==> config.mk <==
export PLATFORM = sky130hd
export DESIGN_NAME = escape_sequence_decoder_top
export DESIGN_NICKNAME = d
export VERILOG_FILES = /design/src/rtl/esd_pkg.sv /design/src/rtl/esd_fifo.sv /design/src/rtl/esd_core.sv /design/src/rtl/escape_sequence_decoder_top.sv
export SDC_FILE = /design/constraint.sdc
export NUM_CORES = 1
export LEC_CHECK = 0
export ABC_AREA = 1
export BUFFER_PORTS_ARGS = -buffer_cell sky130_fd_sc_hd__clkbuf_2
export CAP_MARGIN = 20
export CORE_MARGIN = 5
export CORE_UTILIZATION = 56
export CTS_CLUSTER_DIAMETER = 120
export DETAILED_ROUTE_END_ITERATION = 7
export HOLD_SLACK_MARGIN = 0.02
export PLACE_DENSITY = 0.73
export SETUP_SLACK_MARGIN = 0.1
export SYNTH_ARGS = -nofsm -noshare
export SYNTH_HDL_FRONTEND = slang
export SYNTH_SLANG_ARGS = --single-unit
==> constraint.sdc <==
create_clock -name clk -period 2.9 [get_ports clk]
set_clock_uncertainty 0.05 [all_clocks]
set_input_delay 0.435 -clock clk [delete_from_list [all_inputs] [get_ports clk]]
set_output_delay 0.435 -clock clk [all_outputs]
set_load 0.01 [all_outputs]
==> src/rtl/esd_pkg.sv <==
`timescale 1ns / 1ps
`default_nettype none
// ----------------------------------------------------------------------------
// esd_pkg
// Types, constants and decode helpers shared by the escape sequence decoder.
// ----------------------------------------------------------------------------
package esd_pkg;

  localparam int X_HEX_DIGITS_DEF = 2;
  localparam int U_HEX_DIGITS_DEF = 3;

  localparam int CHAR_W   = 8;
  localparam int CODE_W   = 12;
  localparam int STATUS_W = 2;
  localparam int VALUE_W  = 16;

  // Result queue depth; one decoded byte can push two results.
  localparam int FIFO_DEPTH = 4;

  typedef logic [STATUS_W-1:0] status_t;
  localparam status_t STATUS_OK      = 2'd0;
  localparam status_t STATUS_INVALID = 2'd1;
  localparam status_t STATUS_RANGE   = 2'd2;

  localparam logic [CHAR_W-1:0] CHAR_BACKSLASH = 8'h5C;
  localparam logic [CHAR_W-1:0] CHAR_X         = 8'h78;
  localparam logic [CHAR_W-1:0] CHAR_U         = 8'h75;
  localparam logic [CHAR_W-1:0] CHAR_ZERO      = 8'h30;
  localparam logic [CHAR_W-1:0] CHAR_SEVEN     = 8'h37;

  localparam logic [VALUE_W-1:0] CODE_MAX   = 16'h0FFF;
  localparam logic [VALUE_W-1:0] NARROW_MAX = 16'h00FF;

  typedef struct packed {
    logic [CODE_W-1:0] code_point;
    status_t           status;
    logic              last;
  } result_t;

  // Up to two results produced by one processed item.
  typedef struct packed {
    logic [1:0] count;
    result_t    r0;
    result_t    r1;
  } push_t;

  typedef struct packed {
    logic       valid;
    logic [3:0] value;
  } digit_t;

  typedef struct packed {
    logic       valid;
    logic [6:0] code;
  } simple_t;

  function automatic digit_t hex_digit(input logic [CHAR_W-1:0] c);
    digit_t d;
    d = '0;
    if (c >= 8'h30 && c <= 8'h39) begin
      d.valid = 1'b1;
      d.value = 4'(c - 8'h30);
    end else if (c >= 8'h61 && c <= 8'h66) begin
      d.valid = 1'b1;
      d.value = 4'(c - 8'h57);
    end else if (c >= 8'h41 && c <= 8'h46) begin
      d.valid = 1'b1;
      d.value = 4'(c - 8'h37);
    end
    return d;
  endfunction

  function automatic simple_t simple_escape(input logic [CHAR_W-1:0] c);
    simple_t s;
    s.valid = 1'b1;
    case (c)
      8'h61:   s.code = 7'd7;
      8'h6E:   s.code = 7'd10;
      8'h74:   s.code = 7'd9;
      8'h76:   s.code = 7'd11;
      8'h62:   s.code = 7'd8;
      8'h72:   s.code = 7'd13;
      8'h66:   s.code = 7'd12;
      8'h3F:   s.code = 7'd63;
      8'h5C:   s.code = 7'd92;
      8'h27:   s.code = 7'd39;
      8'h22:   s.code = 7'd34;
      default: begin
        s.valid = 1'b0;
        s.code  = 7'd0;
      end
    endcase
    return s;
  endfunction

  // A numeric value becomes a result, or a range error when it does not fit.
  function automatic result_t encode_value(input logic [VALUE_W-1:0] v,
                                           input logic narrow);
    result_t r;
    r = '0;
    if (v > CODE_MAX || (narrow && v > NARROW_MAX)) begin
      r.status = STATUS_RANGE;
    end else begin
      r.code_point = CODE_W'(v);
      r.status     = STATUS_OK;
    end
    return r;
  endfunction

endpackage
`default_nettype wire

==> src/rtl/esd_fifo.sv <==
`timescale 1ns / 1ps
`default_nettype none
// ----------------------------------------------------------------------------
// esd_fifo
// Small result queue: takes up to two results per cycle, gives one.
// ----------------------------------------------------------------------------
module esd_fifo (
  input  wire                  clk,
  input  wire                  rst,
  input  esd_pkg::push_t       push,
  output logic                 room,
  output logic                 out_valid,
  input  wire                  out_ready,
  output esd_pkg::result_t     out_data
);

  localparam int DEPTH = esd_pkg::FIFO_DEPTH;
  localparam int PTR_W = $clog2(DEPTH);
  localparam int CNT_W = $clog2(DEPTH + 1);

  esd_pkg::result_t mem [DEPTH];
  logic [PTR_W-1:0] wr_ptr;
  logic [PTR_W-1:0] rd_ptr;
  logic [CNT_W-1:0] count;
  logic             pop;
  logic [PTR_W-1:0] wr_ptr_inc;

  assign pop        = out_valid && out_ready;
  assign out_valid  = (count != '0);
  assign out_data   = mem[rd_ptr];
  assign room       = (count <= CNT_W'(DEPTH - 2));
  assign wr_ptr_inc = wr_ptr + PTR_W'(1);

  always_ff @(posedge clk) begin
    if (push.count != 2'd0) begin
      mem[wr_ptr] <= push.r0;
    end
    if (push.count == 2'd2) begin
      mem[wr_ptr_inc] <= push.r1;
    end
  end

  always_ff @(posedge clk) begin
    if (rst) begin
      wr_ptr <= '0;
      rd_ptr <= '0;
      count  <= '0;
    end else begin
      wr_ptr <= wr_ptr + PTR_W'(push.count);
      if (pop) begin
        rd_ptr <= rd_ptr + PTR_W'(1);
      end
      count <= count + CNT_W'(push.count) - CNT_W'(pop);
    end
  end

  a_push_room: assert property (@(posedge clk) disable iff (rst)
    push.count != 2'd0 |-> room)
    else $error("result pushed without room in the queue");

  a_count_step: assert property (@(posedge clk) disable iff (rst)
    pop && push.count == 2'd0 |=> count == $past(count) - CNT_W'(1))
    else $error("queue count did not follow a lone pop");

endmodule
`default_nettype wire

==> src/rtl/esd_core.sv <==
`timescale 1ns / 1ps
`default_nettype none
// ----------------------------------------------------------------------------
// esd_core
// Input register, escape state and single-pass decode of one byte.
// ----------------------------------------------------------------------------
module esd_core #(
  parameter int X_HEX_DIGITS = esd_pkg::X_HEX_DIGITS_DEF,
  parameter int U_HEX_DIGITS = esd_pkg::U_HEX_DIGITS_DEF
) (
  input  wire                           clk,
  input  wire                           rst,
  input  wire                           in_valid,
  output logic                          in_ready,
  input  wire [esd_pkg::CHAR_W-1:0]     in_char,
  input  wire                           in_eot,
  input  wire                           cfg_valid,
  output logic                          cfg_ready,
  input  wire                           cfg_data,
  input  wire                           room,
  output esd_pkg::push_t                push
);

  localparam int MAX_HEX = (X_HEX_DIGITS > U_HEX_DIGITS) ? X_HEX_DIGITS : U_HEX_DIGITS;
  localparam int HEX_W   = 4 * MAX_HEX;
  localparam int ACC_W   = (HEX_W > 9) ? HEX_W : 9;

  typedef enum logic [4:0] {
    PH_PLAIN     = 5'b00001,
    PH_ESC       = 5'b00010,
    PH_HEX_FIRST = 5'b00100,
    PH_HEX_MORE  = 5'b01000,
    PH_OCT       = 5'b10000
  } phase_t;

  phase_t                     phase;
  phase_t                     phase_next;
  logic [ACC_W-1:0]           acc;
  logic [ACC_W-1:0]           acc_next;
  logic [ACC_W-1:0]           acc_grow;
  logic [1:0]                 digits_left;
  logic [1:0]                 digits_left_next;
  logic                       narrow;
  logic                       held;
  logic [esd_pkg::CHAR_W-1:0] held_char;
  logic                       held_eot;
  logic                       fire;
  esd_pkg::push_t             step;
  esd_pkg::digit_t            hex;
  esd_pkg::simple_t           simple;
  logic                       oct_ok;
  logic [2:0]                 oct_val;
  logic                       more_ok;
  logic [1:0]                 dl_dec;
  esd_pkg::result_t           plain_res;
  esd_pkg::result_t           err_res;

  assign fire      = held && room;
  assign in_ready  = !held || fire;
  assign cfg_ready = 1'b1;
  assign push      = fire ? step : '0;

  always_ff @(posedge clk) begin
    if (rst) begin
      narrow <= 1'b0;
    end else if (cfg_valid) begin
      narrow <= cfg_data;
    end
  end

  always_ff @(posedge clk) begin
    if (rst) begin
      held <= 1'b0;
    end else if (in_ready) begin
      held <= in_valid;
    end
  end

  always_ff @(posedge clk) begin
    if (in_ready && in_valid) begin
      held_char <= in_char;
      held_eot  <= in_eot;
    end
  end

  always_ff @(posedge clk) begin
    if (rst) begin
      phase       <= PH_PLAIN;
      acc         <= '0;
      digits_left <= '0;
    end else if (fire) begin
      phase       <= phase_next;
      acc         <= acc_next;
      digits_left <= digits_left_next;
    end
  end

  assign hex     = esd_pkg::hex_digit(held_char);
  assign simple  = esd_pkg::simple_escape(held_char);
  assign oct_ok  = held_char >= esd_pkg::CHAR_ZERO && held_char <= esd_pkg::CHAR_SEVEN;
  assign oct_val = held_char[2:0];
  assign more_ok = (phase == PH_HEX_MORE) ? hex.valid : oct_ok;
  assign dl_dec  = digits_left - 2'd1;
  assign acc_grow = (phase == PH_HEX_MORE) ? ((acc << 4) + ACC_W'(hex.value))
                                           : ((acc << 3) + ACC_W'(oct_val));

  always_comb begin
    plain_res            = '0;
    plain_res.code_point = esd_pkg::CODE_W'(held_char);
    plain_res.status     = esd_pkg::STATUS_OK;
    err_res              = '0;
    err_res.status       = esd_pkg::STATUS_INVALID;
  end

  always_comb begin
    phase_next       = phase;
    acc_next         = acc;
    digits_left_next = digits_left;
    step             = '0;
    if (held_eot) begin
      // End of text flushes whatever escape is open.
      phase_next       = PH_PLAIN;
      acc_next         = '0;
      digits_left_next = '0;
      case (phase)
        PH_ESC, PH_HEX_FIRST: begin
          step.count = 2'd1;
          step.r0    = err_res;
        end
        PH_HEX_MORE, PH_OCT: begin
          step.count = 2'd1;
          step.r0    = esd_pkg::encode_value(esd_pkg::VALUE_W'(acc), narrow);
        end
        default: begin
          step.count = 2'd0;
        end
      endcase
    end else begin
      case (phase)
        PH_PLAIN: begin
          if (held_char == esd_pkg::CHAR_BACKSLASH) begin
            phase_next = PH_ESC;
          end else begin
            step.count = 2'd1;
            step.r0    = plain_res;
          end
        end
        PH_ESC: begin
          if (simple.valid) begin
            step.count           = 2'd1;
            step.r0.code_point   = esd_pkg::CODE_W'(simple.code);
            step.r0.status       = esd_pkg::STATUS_OK;
            phase_next           = PH_PLAIN;
          end else if (held_char == esd_pkg::CHAR_X) begin
            phase_next       = PH_HEX_FIRST;
            digits_left_next = 2'(X_HEX_DIGITS - 1);
          end else if (held_char == esd_pkg::CHAR_U) begin
            phase_next       = PH_HEX_FIRST;
            digits_left_next = 2'(U_HEX_DIGITS - 1);
          end else if (oct_ok) begin
            phase_next       = PH_OCT;
            acc_next         = ACC_W'(oct_val);
            digits_left_next = 2'd2;
          end else begin
            step.count = 2'd1;
            step.r0    = err_res;
            phase_next = PH_PLAIN;
          end
        end
        PH_HEX_FIRST: begin
          if (!hex.valid) begin
            step.count       = 2'd1;
            step.r0          = err_res;
            phase_next       = PH_PLAIN;
            acc_next         = '0;
            digits_left_next = '0;
          end else if (digits_left == 2'd0) begin
            step.count       = 2'd1;
            step.r0          = esd_pkg::encode_value(esd_pkg::VALUE_W'(hex.value), narrow);
            phase_next       = PH_PLAIN;
            acc_next         = '0;
          end else begin
            acc_next   = ACC_W'(hex.value);
            phase_next = PH_HEX_MORE;
          end
        end
        PH_HEX_MORE, PH_OCT: begin
          acc_next         = '0;
          digits_left_next = '0;
          phase_next       = PH_PLAIN;
          if (more_ok) begin
            if (dl_dec == 2'd0) begin
              step.count = 2'd1;
              step.r0    = esd_pkg::encode_value(esd_pkg::VALUE_W'(acc_grow), narrow);
            end else begin
              acc_next         = acc_grow;
              digits_left_next = dl_dec;
              phase_next       = phase;
            end
          end else begin
            // The value is emitted, then the terminating byte is taken as text.
            step.r0 = esd_pkg::encode_value(esd_pkg::VALUE_W'(acc), narrow);
            if (held_char == esd_pkg::CHAR_BACKSLASH) begin
              step.count = 2'd1;
              phase_next = PH_ESC;
            end else begin
              step.count = 2'd2;
              step.r1    = plain_res;
            end
          end
        end
        default: begin
          phase_next       = PH_PLAIN;
          acc_next         = '0;
          digits_left_next = '0;
        end
      endcase
    end
    step.r0.last = (step.count == 2'd1);
    step.r1.last = (step.count == 2'd2);
  end

  a_eot_plain: assert property (@(posedge clk) disable iff (rst)
    fire && held_eot |=> phase == PH_PLAIN && acc == '0)
    else $error("end of text left an escape open");

  a_two_numeric: assert property (@(posedge clk) disable iff (rst)
    fire && step.count == 2'd2 |-> (phase == PH_HEX_MORE || phase == PH_OCT))
    else $error("two results outside a numeric escape");

  a_plain_clean: assert property (@(posedge clk) disable iff (rst)
    phase == PH_PLAIN |-> digits_left == 2'd0 && acc == '0)
    else $error("escape state left over in plain text");

endmodule
`default_nettype wire

==> src/rtl/escape_sequence_decoder_top.sv <==
`timescale 1ns / 1ps
`default_nettype none
// ----------------------------------------------------------------------------
// escape_sequence_decoder_top
// Decodes the body of a C character or string literal into code points.
// ----------------------------------------------------------------------------
// Each request on the input stream is one byte of literal text, or, with
// tlast high, the end of the text, which flushes an open escape. A byte
// is registered on acceptance and decoded from that register by a single
// pass of logic into zero, one or two results, which enter a four-entry
// result queue; the last result of each request carries tlast. One request is
// taken every cycle while the queue holds at most two results, so a stream
// whose bytes yield one result each runs at one byte per clock while the
// output is ready, and only a byte that ends a numeric escape and is itself
// taken as plain text pushes two results. A result passes the input register
// and then the result queue. The narrow_chars register is written through the cfg channel,
// which is always ready, and should be changed only while the block is idle.
// ----------------------------------------------------------------------------
module escape_sequence_decoder_top #(
  parameter int X_HEX_DIGITS = esd_pkg::X_HEX_DIGITS_DEF,
  parameter int U_HEX_DIGITS = esd_pkg::U_HEX_DIGITS_DEF
) (
  input  wire         clk,
  input  wire         rst,
  input  wire         s_axis_tvalid,
  output logic        s_axis_tready,
  input  wire  [7:0]  s_axis_tdata,   // [7:0] char_in
  input  wire         s_axis_tlast,   // end_of_text
  output logic        m_axis_tvalid,
  input  wire         m_axis_tready,
  output logic [15:0] m_axis_tdata,   // [11:0] code_point, [13:12] status, zero fill
  output logic        m_axis_tlast,   // last
  input  wire         cfg_valid,
  output logic        cfg_ready,
  input  wire         cfg_data        // narrow_chars
);

  esd_pkg::push_t   push;
  esd_pkg::result_t head;
  logic             room;

  esd_core #(
    .X_HEX_DIGITS (X_HEX_DIGITS),
    .U_HEX_DIGITS (U_HEX_DIGITS)
  ) u_core (
    .clk       (clk),
    .rst       (rst),
    .in_valid  (s_axis_tvalid),
    .in_ready  (s_axis_tready),
    .in_char   (s_axis_tdata),
    .in_eot    (s_axis_tlast),
    .cfg_valid (cfg_valid),
    .cfg_ready (cfg_ready),
    .cfg_data  (cfg_data),
    .room      (room),
    .push      (push)
  );

  esd_fifo u_fifo (
    .clk       (clk),
    .rst       (rst),
    .push      (push),
    .room      (room),
    .out_valid (m_axis_tvalid),
    .out_ready (m_axis_tready),
    .out_data  (head)
  );

  assign m_axis_tdata = {2'b00, head.status, head.code_point};
  assign m_axis_tlast = head.last;

endmodule
`default_nettype wire

==> impl_results.md, run 1 <==
* Core area at 0.0104 mm2
* Min cycle time layout at 2.75 ns
* Port Buffer Count at 31
* Worst EP arrival at 2.96 ns
* Drt first pass iters at 7
* Max-cap violations at 0
* CP Max Fanout at 8
* TritonCTS clock tree: yes
* Final setup violation count at 0
* Global-route wire length before repair at 29,000 um
* Syn avg cell area at about 7.3 um2
* Count leader, synth: nand2_1
* Max Slew Vio Count at 0
* Area Growth Syn to Fin at 15.2%
* Hold Vio Cnt, Final at 0
* Final core occ at 66.6%
* Design area at around 0.0069 mm2
* DPL Wire Length at between 10,000 and 15,000 um
* Synth Flop Type: dfxtp_1
* Final GP Congestion at 1.03
* Top-area cell type share of the netlist area at 22.5%
* Clock-pin transition on the worst setup and hold timing paths at 0.10 ns
* Final instance count without filler cells at 1,029
* FFs w/ async S/R, synth at 0%
* Status: completed
* Reg2Reg Setup Slack at 0.15 ns
* Critical Path Source Type: flip-flop
* GR Overflow Total at 0
* Unrepaired setup endpoints after global routing: true
* Total Wirelength at 17,800 um
* N_diodes at 0
* Synth warn at 0
* Hold WC Path Type: input port to flip-flop
* Ranking of synthesized cells by area: edfxtp_1 (23%), dfxtp_1 (18%), nand2_1 (10%)
* Number of buffers created by CTS at 9
* F_max at 0.364 GHz
* WL/cell at 17.3 um
* Initial antenna violation count at 0
* Clock latency on the worst-skew pair at around 0.37 ns
* P_leak at 0.00306 uW
* Largest net degree at the start of global routing at 31
* Critical path type: flip-flop to flip-flop
* Final period utilization at 94.9%
* Final #Nets at ~920
* #FFs+latches synth at 99
* Root buffer cell: clkbuf_8
* Via density at 5.88
* DRT antenna net count at 0
* CTS hold repair buffers at 0
* Mapped Cells at slightly above 800
* Yosys cell types at 44
* Fill cells at 905
* Placed Area at about 0.0064 mm2
* Slew HR at 42.1%
* Num rows at 37
* CTS Sinks at slightly below 100
* I/O Pins at 35
* Via count at around 6,100
* H-tree lvl count at 3
* Tot GR Track Use at roughly 28%
* Die ar. at 0.0129 mm2
* Chip height at 113 um
* Chip width at 113 um
* Synth cell count leaders: nand2_1 (161), nand3_1 (99), nor2_1 (97), inv_1 (80), o21ai_0 (73)
* Pwr dens at 559 mW/mm2
* Required @ worst endpoint at around 3.1 ns
* Synth Cell Area at 0.00600 mm2
* Slew @ Worst Pin at approximately 0.87 ns
* Initial Utilization at 57.8%
* Remaining DRCs at 0
* Share of cells above drive strength 1 at roughly 18%
* Vias in the first global route at 5,729
* Worst vdd ir at 0.366 mV
* Placed insts at 993
* EDFF count, synth at 45
* Initial drt markers at 652
* Synth area leader: edfxtp_1
* Clock tree buffer depth at 2
* CP Capture Type: flip-flop
* Seq/Total Area, Yosys at 40.6%
power by group:
| group | switching, uW | internal, uW | leakage, uW |
|---|---|---|---|
| combinational | 861 | 455 | 0.00208 |
| clock | 517 | 378 | 0.000101 |
| sequential | 84.6 | 1570 | 0.000877 |
| total | 1460 | 2400 | 0.00306 |
path summary, 6_finish.rpt:
check                                    startpoint             endpoint  cells after the start
worst min register to register    u_fifo.mem[2][14]    u_fifo.mem[2][14]                      2
worst max register to register  u_core.held_char[0]      u_fifo.count[2]                     14
worst max-delay path            u_core.held_char[0]      u_fifo.count[2]                     14
worst min-delay path                s_axis_tdata[3]  u_core.held_char[3]                      1
through the flow:
stage | setup WS, ns | TNS (ns) | hold slack (ns) | total power, uW
2_1_floorplan | 0.108 | 0 | 0.386 | 2510
3_3_place_gp | -0.0638 | -0.0638 | 0.400 | 2900
3_5_place_dp | -0.0278 | -0.0278 | 0.408 | 2920
4_1_cts | 0.103 | 0 | 0.172 | 3810
5_1_grt | -0.00277 | -0.00277 | 0.160 | 4100
6_report | 0.149 | 0 | 0.181 | 3860
placed cells by master, fill, tap and decap left out, drive strengths merged, types with 11 or more instances in the layout:
cell	instances
a21oi	36
buf	61
clkbuf	41
dfxtp	54
edfxtp	45
ha	11
inv	87
nand2	171
nand3	104
nand4	12
nor2	103
nor3	14
o21ai	82
o22ai	36
worst max-delay path: stages (launching register included):
cell and delay [ns]:
edfxtp_1 0.41, buf_4 0.20, ha_4 0.17, nand3b_1 0.14, nand4_1 0.17, nand3_4 0.12, nand2_4 0.11, nand2_2 0.09
nor3_4 0.21, inv_2 0.11, ha_4 0.23, fa_2 0.37, xor2_1 0.17, inv_1 0.06, nor2_1 0.03
final cells by class:
| type | count | area (um2) | area share, % |
|---|---|---|---|
| Sequential cell | 99 | 2430 | 35.2 |
| Multi-Input combinational cell | 602 | 3160 | 45.8 |
| Tap cell | 136 | 170 | 2.46 |
| Clock buffer | 10 | 149 | 2.16 |
| Timing Repair Buffer | 92 | 621 | 8.99 |
| Inverter | 84 | 322 | 4.66 |
| Clock inverter | 6 | 48.8 | 0.707 |
repair_timing:
| item | CTS | global route |
|---|---|---|
| endpoints found under the setup margin | 20 | 90 |
| gates resized for setup | 3 | 29 |
| buffers inserted | 7 | 13 |
| pin swaps | 0 | 3 |
cells by family after synthesis:
group / Yosys count / share of synthesized area, %
compound gates: 171 / 16.0
xor+xnor: 7 / 1.02
fa+ha+maj: 12 / 2.63
buf+inv: 121 / 8.74
flops: 99 / 40.6
other cells: 2 / 0.125
simple gates: 409 / 30.9
metal layers:
layer / global-route usage (%) / up-vias / wire [um]
li1: - / 2915 / -
met1: 37.8 / 2778 / 7510
met2: 44.0 / 312 / 8000
met3: 6.05 / 49 / 1750
met4: 10.8 / 0 / 581
met5: 0 / - / 0
registers in the layout, indices dropped and copies added, names as in the netlist, named ones only:
register	flops
u_core.held	1
u_core.held_eot	1
u_fifo.mem	60
u_core.held_char	8
u_fifo.count	3
u_core.digits_left	2
u_fifo.wr_ptr	2
u_core.phase	5
u_core.acc	12
u_core.narrow	1
u_fifo.rd_ptr	2
No activity file was read; power rests on OpenSTA's default activity.
==> inputs of run 2 (changes only) <==
SYNTH_HIERARCHICAL = 1   (was unset)
==> run 2 against run 1 <==
Against the previous run:
- the run now ends with setup timing left
- synthesized cell count rose by 7.1%
- die area rose by 7.2%
- flip-flop and latch count did not move
- area after synthesis rose by 7.9%
- sequential power barely moved
- wire length rose by 17%
- cell count rose by 10%
- clock-buffer cell count rose by 1
- via count rose by 8.9%
- clock power rose by 49%
- power rose by 8.6%
- hold slack improved by 0.014 ns
- largest cell class unchanged
==> impl_results.md, run 2 <==
* Worst vdd ir at about 0.48 mV
* Tot GR Track Use at 26.2%
* Initial Utilization at between 50% and 60%
* #FFs+latches synth at 99
* Port Buffer Count at 31
* Violated checks: setup timing
* TritonCTS clock tree: yes
* Unrepaired setup endpoints after global routing: true
* I/O Pins at 35
* Min cycle time layout at 3.03 ns
* Share of cells above drive strength 1 at ~28%
* Global-route wire length before repair at 29,600 um
* Initial drt markers at 649
* Root buffer cell: clkbuf_16
* Syn avg cell area at 7.36 um2
* Number of buffers created by CTS at 9
* Slew @ Worst Pin at 0.876 ns
* Final setup violation count at 115
* Count leader, synth: nand2_1
* Num rows at 39
* Final #Nets at 1,011
* Final GP Congestion at 0.986
* F_max at between 0.3 and 0.4 GHz
* CP Capture Type: flip-flop
* Pwr dens at 502 mW/mm2
* Drt first pass iters at 5
* Clock latency on the worst-skew pair at 0.36 ns
* FFs w/ async S/R, synth at 0%
* Clock-pin transition on the worst setup and hold timing paths at approximately 0.07 ns
* Max-cap violations at 0
* Vias in the first global route at 6,039
* Ranking of synthesized cells by area: edfxtp_1 (32%), nand2_1 (13%), dfxtp_1 (9.3%)
* Setup WS post-layout at -0.135 ns
* Commonest non-fill, non-tap cell in the layout: nand2_1
* R2R Path Start: u_core/held_char[0]
* Max FFs per register at 60
* Via count at roughly 6,600
* EDFF count, synth at 69
* Largest net degree at the start of global routing at 31
* P_leak at about 0.0034 uW
* Worst EP arrival at 3.09 ns
* Synth Flop Type: edfxtp_1
* CP Max Fanout at 7
* Via density at ~5.8
* CP most frequent cell: nor2_4
* Clock tree buffer depth at 2
* CTS hold repair buffers at 0
* Mapped Cells at roughly 880
* Chip height at roughly 120 um
* N_diodes at 0
* Critical path type: flip-flop to flip-flop
* Largest registers: u_fifo/mem (60), u_core/acc (12), u_core/held_char (8)
* Required @ worst endpoint at 2.96 ns
* Die ar. at 0.0138 mm2
* Critical-path cell list: buf_6 > ha_4 > nor2_4 > nor2_4 > o21ai_4 > nand3_2 > nand3_2 > inv_2 > o21ai_1 > nand3_1 > nand2_2 > nor2_4 > nor2_4 > buf_6 > nand3_4 > buf_12 > buf_12 > nand2_2 > o21ai_2
* Synth Cell Area at 0.00647 mm2
* Pre-CTS setup slack at -0.0558 ns
* Top-area cell type share of the netlist area at 32.0%
* CTS Sinks at 99
* Max Slew Vio Count at 0
* H-tree lvl count at 3
* Yosys cell types at 39
* Slew HR at 41.5%
* Critical Path Source Type: flip-flop
* Most frequent cells in the layout: nand2_1 (205), nor2_1 (111), inv_1 (90)
* Core area at 0.0114 mm2
* Synth area leader: edfxtp_1
* Reg with most FFs: u_fifo/mem
* Hold WC Path Type: input port to flip-flop
* Crit-path max cell delay at between 0.4 and 0.5 ns
* GR Overflow Total at 0
* Setup tns final at -7.28 ns
* Initial antenna violation count at 0
* WL/cell at 18.3 um
* DPL Wire Length at 13,000 um
* Top Family by Delay on Critical Path: simple AND/OR/NAND/NOR gates
* Chip width at 117 um
* Hold path start: s_axis_tlast
* Synth warn at 6
* Buffers plus inverters on the worst setup path at 5
* Area Growth Syn to Fin at 29.2%
* Remaining DRCs at 0
* CP max-delay cell: edfxtp_1
* Status: complete, but fails checks
* Hold Vio Cnt, Final at 0
* DRT antenna net count at 0
* Final period utilization at 105%
* Synth cell count leaders: nand2_1 (231), nor2_1 (118), inv_1 (96), edfxtp_1 (69), nand3_1 (54)
* Total Wirelength at roughly 21,000 um
* CP Launch Point: u_core/held_char[0]
* Seq/Total Area, Yosys at 41.3%
-- run 2: cell types whose count changed in the layout (fill, tap and decap cells not counted), moves of 24 or more --
cell	previous run	this run
o21ai_2	1	37
o21ai_0	72	38
nand2_1	154	205
nand3_1	97	49
dfxtp_1	54	30
edfxtp_1	45	69
-- run 2: final timing paths --
| check | slack [ns] | cells after the start | end |
|---|---|---|---|
| worst min-delay path | 0.20 | 1 | u_core/held_eot |
| worst max-delay path | -0.13 | 19 | u_fifo/mem[3][9] |
| worst max register to register | -0.13 | 19 | u_fifo/mem[3][9] |
| worst min register to register | 0.42 | 2 | u_core/acc[5] |
-- run 2: cell families (layout without fill, tap and decap cells) --
group	after synthesis	count (layout)	share of synthesized area, %
buffers and inverters	147	252	10.5
AND/OR/NAND/NOR	444	444	29.5
adder cells (fa/ha/maj)	11	11	2.24
flip-flops	99	99	41.3
other	3	9	0.174
AO/OA/AOI/OAI	175	175	16.3
-- run 2: repair_timing --
item,CTS,global route
cloned,1,8
gates resized for setup,24,89
endpoints found under the hold margin,0,0
pin swaps,4,19
setup buffers,17,28
endpoints found under the setup margin,122,123
-- run 2: report_power, final --
group / switching (uW) / leakage, uW / internal [uW]
clock network: 562 / 0.000148 / 764
registers: 62.8 / 0.000887 / 1590
logic: 775 / 0.00241 / 439
-- run 2: through the flow --
stage / utilization, % / instance area [um2] / instances / total power (uW) / hold WS [ns]
after global routing: 73.5 / 8350 / 1133 / 4400 / 0.193
after global placement: 61.9 / 7040 / 1065 / 2730 / 0.402
after detailed placement: 61.9 / 7040 / 1065 / 2770 / 0.407
final: 73.5 / 8350 / 1133 / 4200 / 0.196
after CTS: 67.0 / 7620 / 1099 / 4080 / 0.195
after floorplan: - / 6590 / 885 / 2420 / 0.394
-- run 2: layer usage --
metal	track usage [%]	share of wire [%]	up-vias	wire (um)
met3	3.89	7.0	74	1460
met4	11.9	3.6	0	746
met5	0	0	-	0
met1	33.0	39	3094	8190
li1	-	-	3089	-
met2	44.5	50	336	10400
-- run 2: final cells by class --
| cell class | instances | area [um2] |
|---|---|---|
| inverters | 105 | 394 |
| well taps | 143 | 179 |
| clock buffers | 11 | 233 |
| fillers | 836 | 3020 |
| multi-input cells | 639 | 3550 |
| flip-flops and latches | 99 | 2670 |
| repair buffers | 131 | 1240 |
| clock inverters | 5 | 86.3 |
==> inputs of run 3 (changes only) <==
BUFFER_PORTS_ARGS = -buffer_cell sky130_fd_sc_hd__buf_2   (was -buffer_cell sky130_fd_sc_hd__clkbuf_2)
GPL_TIMING_DRIVEN = 0   (was unset)
==> run 3 against run 2 <==
Against the previous run:
- the flow still finishes with violations (setup timing)
- clock-buffer cell count fell by 1
- worst setup slack worse by 0.061 ns
- non-clock buffer count is 22 higher
- sequential power is essentially flat
- flip-flop and latch count stayed put
- die area is the same
- hold slack improved by 0.0078 ns
- clock power about the same
- power grew 3.4%
- utilization rose by 1.8 points
- cell count increased by 1.9%
- wire length rose by 16%
- critical endpoint is now u_fifo/mem[0][0]
- largest cell class unchanged
- largest power group unchanged
==> impl_results.md, run 3 (synthesis gave the netlist of run 2 again) <==
* Status: complete, but fails checks
* Violated checks: setup timing
* Commonest non-fill, non-tap cell in the layout: nand2_1
* Vias in the first global route at 6,614
* GR Overflow Total at 0
* Critical path type: flip-flop to flip-flop
* Largest registers: u_fifo/mem (60), u_core/acc (12), u_core/held_char (8)
* DRT antenna net count at 0
* Pwr dens at 507 mW/mm2
* Max FFs per register at 60
* Via count at 7,038
* Setup WS post-layout at -0.196 ns
* Slew @ Worst Pin at roughly 0.62 ns
* Required @ worst endpoint at approximately 3.0 ns
* Placed insts at roughly 1,100
* Critical Path Source Type: flip-flop
* Largest net degree at the start of global routing at 18
* Final #Nets at 1,033
* Hold WC Path Type: input port to flip-flop
* Port Buffer Count at 31
* Worst vdd ir at 0.376 mV
* F_max at 0.323 GHz
* Num rows at 39
* H-tree lvl count at 3
* Initial Utilization at 56.9%
* Initial drt markers at 976
* Final instance count without filler cells at 1,155
* R2r endpoint: u_fifo/mem[0][0]
* Hold depth at 1
* Buffers plus inverters on the worst setup path at 6
* Total Wirelength at 24,000 um
* Pwr Total at 4340 uW
* DPL Wire Length at roughly 14,000 um
* I/O Pins at 35
* Max-cap violations at 0
* Initial antenna violation count at 0
* Max Slew Vio Count at 0
* CTS Sinks at 99
* Top Family by Delay on Critical Path: simple AND/OR/NAND/NOR gates
* Via density at between 6 and 7
* Number of buffers created by CTS at 9
* CP max-delay cell: edfxtp_1
* Chip height at 117 um
* R2R Path Start: u_core/held_char[0]
* CP Max Fanout at 6
* Reg2Reg Setup Slack at -0.20 ns
* Hold WS at between 0.2 and 0.25 ns
* Worst EP arrival at 3.24 ns
* Clock tree buffer depth at 2
* Remaining DRCs at 0
* Root buffer cell: clkbuf_16
* Hold EP: u_core/held_eot
* Reg with most FFs: u_fifo/mem
* Clock-pin transition on the worst setup and hold timing paths at 0.07 ns
* Clock latency on the worst-skew pair at 0.35 ns
* CP Capture Type: flip-flop
* N_diodes at 0
* CTS hold repair buffers at 0
* TritonCTS clock tree: yes
* Drt first pass iters at 6
* WL/cell at 20.8 um
* Final setup violation count at 108
* Hold path start: s_axis_tlast
* Final period utilization at 107%
* Die ar. at 0.0138 mm2
* Worst reg2reg path depth at 19
* Chip width at between 100 and 150 um
* CP Depth at 19
* Share of cells above drive strength 1 at 29.2%
* Setup tns final at -12.25 ns
* Global-route wire length before repair at 33,900 um
* Final GP Congestion at ~0.97
* P_leak at between 0.003 and 0.004 uW
* Hold Vio Cnt, Final at 0
* Unrepaired setup endpoints after global routing: true
* Tot GR Track Use at 30.5%
* Most frequent cells in the layout: nand2_1 (204), nor2_1 (111), inv_1 (87)
* Crit-path max cell delay at 0.45 ns
* Critical-path cell list: buf_6 > ha_4 > nor2_4 > nor2_4 > o21ai_4 > nand3_4 > nand3_2 > inv_2 > o21ai_2 > nand3_2 > nand2_2 > nor2_4 > nor2_4 > buf_6 > nand3_4 > buf_4 > buf_8 > buf_2 > o21ai_1
* Min cycle time layout at approximately 3.1 ns
* Slew HR at 58.3%
* CP most frequent cell: nor2_4
* Core area at around 0.011 mm2
* Area Growth Syn to Fin at 32.4%
## run 3: changes by cell type in the layout (fill, tap and decap cells not counted), moves of 5 or more
cell / before / now
a21oi_4: 0 / 5
clkbuf_16: 17 / 10
buf_6: 8 / 15
clkbuf_2: 31 / 0
clkbuf_1: 2 / 13
buf_2: 1 / 34
## run 3: metrics by stage
step | instance area [um2] | utilization, % | worst slack (ns)
final | 8560 | 75.3 | -0.196
after CTS | 8020 | 70.5 | -0.0449
after detailed placement | 6920 | 60.9 | -0.857
after floorplan | 6590 | - | 0.0351
after global placement | 6920 | 60.9 | -0.786
after global routing | 8560 | 75.3 | -0.296
## run 3: layout make-up
| class | count | area (um2) |
|---|---|---|
| Multi-Input combinational cell | 639 | 3660 |
| Inverter | 105 | 402 |
| Buffer | 39 | 305 |
| Tap cell | 143 | 179 |
| Fill cell | 780 | 2810 |
| Clock inverter | 6 | 95.1 |
| Timing Repair Buffer | 114 | 1010 |
| Sequential cell | 99 | 2670 |
| Clock buffer | 10 | 239 |
## run 3: report_power, final
part	switching, uW	total (uW)	internal, uW	leakage (uW)
logic	851	1320	467	0.00244
registers	62.7	1660	1590	0.000887
clock network	575	1360	790	0.000157
total	1490	4340	2850	0.00348
## run 3: repair_timing
item,CTS,global route
gates cloned,5,2
gates resized for setup,49,93
setup endpoints to repair,125,123
buffers inserted,53,22
pin swaps,22,23
## run 3: worst max-delay path by stage
stage          slack, ns           endpoint                start
2_1_floorplan       0.04   u_fifo/mem[3][0]  u_core/held_char[0]
3_3_place_gp       -0.79   u_fifo/mem[0][7]  u_core/held_char[0]
3_5_place_dp       -0.86   u_fifo/mem[0][7]  u_core/held_char[0]
4_1_cts            -0.04   u_fifo/mem[0][2]  u_core/held_char[0]
5_1_grt            -0.30  u_fifo/mem[0][14]  u_core/held_char[1]
6_report           -0.20   u_fifo/mem[0][0]  u_core/held_char[0]
## run 3: routing by layer
metal	vias to the layer above	GRT usage (%)	part of all wire (%)
met4	0	13.1	6.4
met5	-	0	0
met3	137	5.09	9.3
met1	3250	36.8	36
met2	523	53.4	48
li1	3128	-	-
